### src/hw/rtl/smf_pkg.sv
// ----------------------------------------------------------------------------
// smf_pkg: shared types and constants of the sliding window median filter
// Pixel and window types, window geometry, line store banking and the
// register indexes of the configuration port.
// ----------------------------------------------------------------------------
package smf_pkg;

  localparam int PIX_W = 8;

  // Window geometry: 5x5 centred window, or 3x3 window ending at the pixel.
  localparam int MAX_WINDOW = 5;
  localparam int WIN_REACH  = MAX_WINDOW / 2;
  localparam int SMALL_SPAN = 3;
  localparam int WIN_N      = MAX_WINDOW * MAX_WINDOW;
  localparam int SMALL_N    = SMALL_SPAN * SMALL_SPAN;
  localparam int WIN_MID    = WIN_N / 2;
  // In 3x3 mode the window is padded with equal numbers of minimum and
  // maximum values, which leaves the median of the nine samples in place.
  localparam int PAD_SPLIT  = SMALL_N + (WIN_N - SMALL_N) / 2;

  // Median sorter: odd-even transposition over WIN_N passes.
  localparam int SORT_STAGE_PASSES = 5;
  localparam int SORT_STAGES       = WIN_N / SORT_STAGE_PASSES;

  // Line store: four lines used as a ring, each split into eight column banks.
  localparam int SLOT_BITS = 2;
  localparam int BANK_BITS = 3;
  localparam int BANKS     = 1 << BANK_BITS;

  localparam logic [2:0] ROWS_SAT = 3'd4;

  // Configuration registers.
  localparam int LINE_WIDTH_W = 11;
  localparam int CFG_INDEX_W  = 1;
  localparam logic [LINE_WIDTH_W-1:0] LINE_WIDTH_RESET = 11'd640;
  localparam logic [CFG_INDEX_W-1:0]  CFG_LINE_WIDTH   = 1'b0;
  localparam logic [CFG_INDEX_W-1:0]  CFG_WINDOW_MODE  = 1'b1;

  typedef logic [PIX_W-1:0] pix_t;
  typedef logic [WIN_N-1:0][PIX_W-1:0] win_t;

  localparam pix_t PAD_LOW  = 8'h00;
  localparam pix_t PAD_HIGH = 8'hFF;

  // Which line a window row is taken from.
  typedef enum logic [1:0] {
    ROW_CUR = 2'd0,
    ROW_M1  = 2'd1,
    ROW_M2  = 2'd2
  } row_src_t;

endpackage

### src/hw/rtl/smf_sort_stage.sv
// ----------------------------------------------------------------------------
// smf_sort_stage: one registered slice of the median sorting network
// Applies a run of odd-even transposition passes to the window and holds the
// result, with a valid bit and a row end tag that travel alongside.
// ----------------------------------------------------------------------------
module smf_sort_stage #(
  parameter int FIRST_PASS = 0,
  parameter int NUM_PASSES = 5
) (
  input  logic                clk,
  input  logic                rst_n,
  input  logic                load,
  input  logic                in_valid,
  input  logic                in_tag,
  input  smf_pkg::win_t       in_data,
  output logic                out_valid,
  output logic                out_tag,
  output smf_pkg::win_t       out_data
);

  smf_pkg::win_t sorted;
  logic          valid_r;
  logic          tag_r;
  smf_pkg::win_t data_r;

  always_comb begin
    smf_pkg::pix_t tmp;
    tmp    = '0;
    sorted = in_data;
    for (int p = 0; p < NUM_PASSES; p++) begin
      // Pairs of one pass are disjoint, so walking them in order is exact.
      for (int i = 0; i + 1 < smf_pkg::WIN_N; i++) begin
        if ((((FIRST_PASS + p + i) & 1) == 0) && (sorted[i] > sorted[i+1])) begin
          tmp         = sorted[i];
          sorted[i]   = sorted[i+1];
          sorted[i+1] = tmp;
        end
      end
    end
  end

  always_ff @(posedge clk) begin
    if (!rst_n) begin
      valid_r <= 1'b0;
    end else if (load) begin
      valid_r <= in_valid;
    end
  end

  always_ff @(posedge clk) begin
    if (load) begin
      tag_r  <= in_tag;
      data_r <= sorted;
    end
  end

  assign out_valid = valid_r;
  assign out_tag   = tag_r;
  assign out_data  = data_r;

endmodule

### config.mk
export PLATFORM = sky130hd
export DESIGN_NAME = smf_sort_stage
export DESIGN_NICKNAME = d
export VERILOG_FILES = /design/src/hw/rtl/smf_pkg.sv /design/src/hw/rtl/smf_sort_stage.sv
export SDC_FILE = /design/constraint.sdc
export NUM_CORES = 2
export LEC_CHECK = 0
export BUFFER_PORTS_ARGS = -buffer_cell sky130_fd_sc_hd__buf_2
export CAP_MARGIN = 30
export CORE_MARGIN = 2
export CORE_UTILIZATION = 29
export CTS_CLUSTER_DIAMETER = 40
export CTS_CLUSTER_SIZE = 16
export DETAILED_ROUTE_END_ITERATION = 10
export GPL_TIMING_DRIVEN = 0
export SYNTH_ARGS = -nofsm -noshare
export SYNTH_HDL_FRONTEND = slang
export SYNTH_SLANG_ARGS = --single-unit
### constraint.sdc
create_clock -name clk -period 13.25 [get_ports clk]
set_input_delay 1.9875 -clock clk [delete_from_list [all_inputs] [get_ports clk]]
set_output_delay 1.9875 -clock clk [all_outputs]
set_load 0.005 [all_outputs]
Word level (Yosys, flattened, before mapping):

Cells that the tools add are included.

* flip-flop bits (word level): 202
* output and inout bits: 202
* word-level logic and storage cells: 147

* $lt $le $gt $ge: 60
* multiplexer cells: 60

Operators by type and width (number)
* 16-bit two-way mux: 60
* 8-bit > comparator: 60

Logic depth before layout (Yosys ltp):

* depth in word-level cells: 10
* depth in mapped cells: 57

Least setup slack after synthesis:

OpenSTA, ideal clock, no wires.

* path kind: input to register
* start: input port in_data[137] in the netlist's numbering
* end: register data_r, in the netlist out_data[149] (data pin)
* data arrival time: 12.341 ns
* data required time: 12.972 ns
* setup slack: 0.631 ns
* stages on the path: 51
* path buffers: 6
* cell sequence: inv_1 -> ha_1 -> nor2b_1 -> o21a_1 -> o21a_1 -> o21a_1 -> nor2_1 -> clkbuf_1 -> clkbuf_1 -> mux2i_1 -> inv_1 -> ha_1 -> a21o_1 -> a21oi_1 -> o21ai_1 -> a21o_1 -> a31oi_1 -> o2bb2ai_1 -> [15 not listed] -> a21oi_1 -> nor2b_1 -> a311oi_4 -> a21boi_2 -> nand4b_2 -> buf_6 -> mux2_1 -> inv_1 -> ha_1 -> nor2b_1 -> o21a_1 -> o21ai_0 -> nand2b_1 -> a21oi_1 -> o21ai_0 -> o21ai_1 -> clkbuf_1 -> mux2i_1

RTL lines
* from (decl): RTL line smf_sort_stage.sv:15 `input smf_pkg::win_t in_data,`
* to (signal assigned): RTL line smf_sort_stage.sv:53 `data_r <= sorted;`
* to (decl): RTL line smf_sort_stage.sv:24 `smf_pkg::win_t data_r;`

==> metrics.yaml <==
yosys:
  yosys-top-cells-area: "sky130_fd_sc_hd__edfxtp_1 20%, sky130_fd_sc_hd__mux2i_1 18%, sky130_fd_sc_hd__ha_1 17%"
  synth_seq_area_share_pct: 20.32
  postSynth.topFlopCell: "sky130_fd_sc_hd__edfxtp_1"
  ys_async_sr_fraction_pct: 0
  synth.largest_area_cell: "sky130_fd_sc_hd__edfxtp_1"
  syn_area_per_cell_um2: 8.525
  synthesis.nets: 4114
  yosys.cell_types.count: 100
  synth_enable_flop_cells: 201
  netlist_instances: 3496
  ys_warn_count: 0
  synth.top_cell.area_share_pct: 20.25
  ys_seq_elements: 202
  post_synth_instance_area_um2: 29800
worst_setup_path:
  ff2ff_setup_slack_ns: 12.66
  required_ns: 13.57
  crit_path_top_delay_cell: "sky130_fd_sc_hd__o311a_1"
  timing.critical_path.slowest_cell_delay_ns: 0.47
  critical_path_peak_fanout: 10
  critical_path_class: "input pin to flop"
  endpoint_kind: "flop"
  crit_path_start_kind: "input pin"
  crit_arrival_ns: 12.85
die:
  i_o_pins: 407
  die_h_um: 324.6
  chipWidth_um: 324.6
  start_util_pct: 29.25
  die-area_um2: 105400
  fp.coreArea_um2: 101900
  placement_rows: 117
cts:
  tritoncts.num_buffers: 39
  cts.clk_slew.worst_paths_ns: 0.06
  postCtsHoldBufs: 0
  clock-root-buffer: "sky130_fd_sc_hd__clkbuf_16"
  clkLatencyLatePin_ns: 0.57
  tritoncts: "done"
  clk_path_buf_depth: 3
  htreeDepth: 2
  clock-sinks: 202
global_route:
  grt_pass1_wl_um: 144500
  grt_antenna_before_repair: 33
  first_global_vias: 26130
  grtUsageTotal_pct: 17.19
  largest_net_degree_at_the_start_of_global_routing: 109
  aggregate_global_routing_overflow: 0
finish:
  area_delta_synth_final_pct: 18.10
  drive_above_1_share_pct: 18.62
  layout.cells.most_common_list: "517 x sky130_fd_sc_hd__mux2i_1, 468 x sky130_fd_sc_hd__inv_1, 422 x sky130_fd_sc_hd__buf_2"
  num-nets-final: 4566
  most_common_library_cell_in_the_layout_ignoring_fill_and_taps: "sky130_fd_sc_hd__mux2i_1"
  n_fill_cell: 10680
detailed_routing:
  detail_route.iter0.violations: 1491
  remaining_drc_errors: 0
  routed-via-count: 27370
  wirelength_um: 94320
  drt_pre_antenna_iters: 5
  post_drt_via_cell_ratio: 5.111
  antenna_violating_nets_post_route: 0
  routedWlPerCell_um: 17.61
timing:
  setup_viol_count_final: 0
  clock.fmax_mhz: 79.83
  report.final.slew_viol_count: 0
  final.min_clock_period_ns: 12.53
  timing_worst_slew_pin_value_ns: 0.8985
  setup_slack_ns: 0.7238
  hold_viol: 0
  final_min_period_over_clock_period_pct: 94.54
  final.setup_skew_ns: 0
  maxSlewHeadroom_pct: 40.10
place:
  buffer_ports.inserted: 406
  detailed_place_hpwl_um: 80290
  pre_cts_slack_ns: -1.291
  place.gp.congestion: 0.9086
run:
  cap_viol_max_count: 0
min_path:
  worstHoldPathType: "flop to flop"
outcome:
  run_status: "completed"
## cell families (layout without fill, tap and decap cells)
| kind of cell | after synthesis | in the layout | synth area share, % |
|---|---|---|---|
| AND/OR/NAND/NOR | 754 | 754 | 12.28 |
| adder cells (fa/ha/maj) | 430 | 430 | 17.91 |
| XOR/XNOR | 41 | 41 | 1.205 |
| multiplexers | 660 | 660 | 22.78 |
| buffers and inverters | 562 | 1045 | 7.301 |
| AO/OA/AOI/OAI | 847 | 847 | 18.21 |
| flip-flops | 202 | 202 | 20.32 |
| other | 0 | 8 | 0 |
## layer usage
layer	part of all wire (%)	global-route usage [%]	wire, um	vias to the layer above
met1	44	21.77	41830	12720
li1	-	-	-	13760
met5	0.27	0	253	-
met3	6.7	4.397	6287	183
met2	46	28.54	43310	679
met4	2.8	5.294	2639	36
## state kept, by name (all words and copies together) (netlist names)
register,flops
out_data,200
out_tag,1
out_valid,1
## cells in the mapped netlist, types with 7 or more instances
cell	instances
sky130_fd_sc_hd__inv_1	468
sky130_fd_sc_hd__nand3_1	79
sky130_fd_sc_hd__edfxtp_1	201
sky130_fd_sc_hd__o221ai_1	15
sky130_fd_sc_hd__o211a_1	7
sky130_fd_sc_hd__nand2_1	166
sky130_fd_sc_hd__ha_1	413
sky130_fd_sc_hd__a211oi_1	25
sky130_fd_sc_hd__o21a_1	51
sky130_fd_sc_hd__a211o_1	13
sky130_fd_sc_hd__a21oi_1	299
sky130_fd_sc_hd__nand4_1	50
sky130_fd_sc_hd__nor3_1	14
sky130_fd_sc_hd__nor2_1	242
sky130_fd_sc_hd__xnor2_1	33
sky130_fd_sc_hd__o211ai_1	20
sky130_fd_sc_hd__and4_1	17
sky130_fd_sc_hd__and3_1	36
sky130_fd_sc_hd__and2_1	24
sky130_fd_sc_hd__buf_2	14
sky130_fd_sc_hd__nand2b_1	33
sky130_fd_sc_hd__maj3_1	16
sky130_fd_sc_hd__or2_2	10
sky130_fd_sc_hd__a21o_1	91
sky130_fd_sc_hd__a31oi_1	17
sky130_fd_sc_hd__nor2b_1	52
sky130_fd_sc_hd__o21ai_0	151
sky130_fd_sc_hd__buf_1	15
sky130_fd_sc_hd__xor2_1	8
sky130_fd_sc_hd__mux2i_1	530
sky130_fd_sc_hd__o31ai_1	9
sky130_fd_sc_hd__o21ai_1	34
sky130_fd_sc_hd__o22ai_1	8
sky130_fd_sc_hd__mux2_2	120
sky130_fd_sc_hd__clkbuf_1	56
## area by class of cell
class | instances | area (um^2) | area share [%]
clock buffers | 43 | 991.0 | 2.815
plain buffers | 91 | 469.2 | 1.333
well taps | 1368 | 1712 | 4.863
flip-flops and latches | 202 | 6056 | 17.20
multi-input cells | 2732 | 21750 | 61.79
clock inverters | 29 | 324.1 | 0.9207
inverters | 468 | 1757 | 4.991
repair buffers | 414 | 2122 | 6.029
diodes | 8 | 20.02 | 0.05687
## metrics by stage
stage,util [%],area [um^2],setup TNS [ns],std cells,hold slack [ns]
after CTS,34.28,34920,0,5342,0.5291
after global routing,34.54,35190,-0.1281,5351,0.5948
after global placement,32.93,33550,-101.37,5270,0.4917
after floorplan,-,29800,0,3496,0.5073
final,34.55,35200,0,5355,0.5198
after detailed placement,32.96,33580,-119.39,5271,0.5172
## repair_timing
action / 4_1_cts / 5_1_grt
pin swaps: 0 / 2
buffers inserted: 0 / 7
cloned: 0 / 0
gates resized for setup: 17 / 107
setup endpoints to repair: 113 / 192
## worst paths after layout
check | from | cells after the start | end
max reg2reg | out_valid$_SDFFE_PN0P_ | 2 | out_valid$_SDFFE_PN0P_
max | in_data[41] | 50 | out_data[60]$_DFFE_PP_
min | out_valid$_SDFFE_PN0P_ | 2 | out_valid$_SDFFE_PN0P_
min reg2reg | out_valid$_SDFFE_PN0P_ | 2 | out_valid$_SDFFE_PN0P_
## critical path: cells and delay by family
family | cells | cell delay, ns
adder cells (fa/ha/maj) | 5 | 1.44
buffers and inverters | 11 | 2.58
AND/OR/NAND/NOR | 8 | 0.99
AO/OA/AOI/OAI | 22 | 4.51
multiplexers | 4 | 1.30
Power is left out: the tool's default activity adds up to more than one toggle a clock period on the data nets, which glitch-free logic cannot reach.
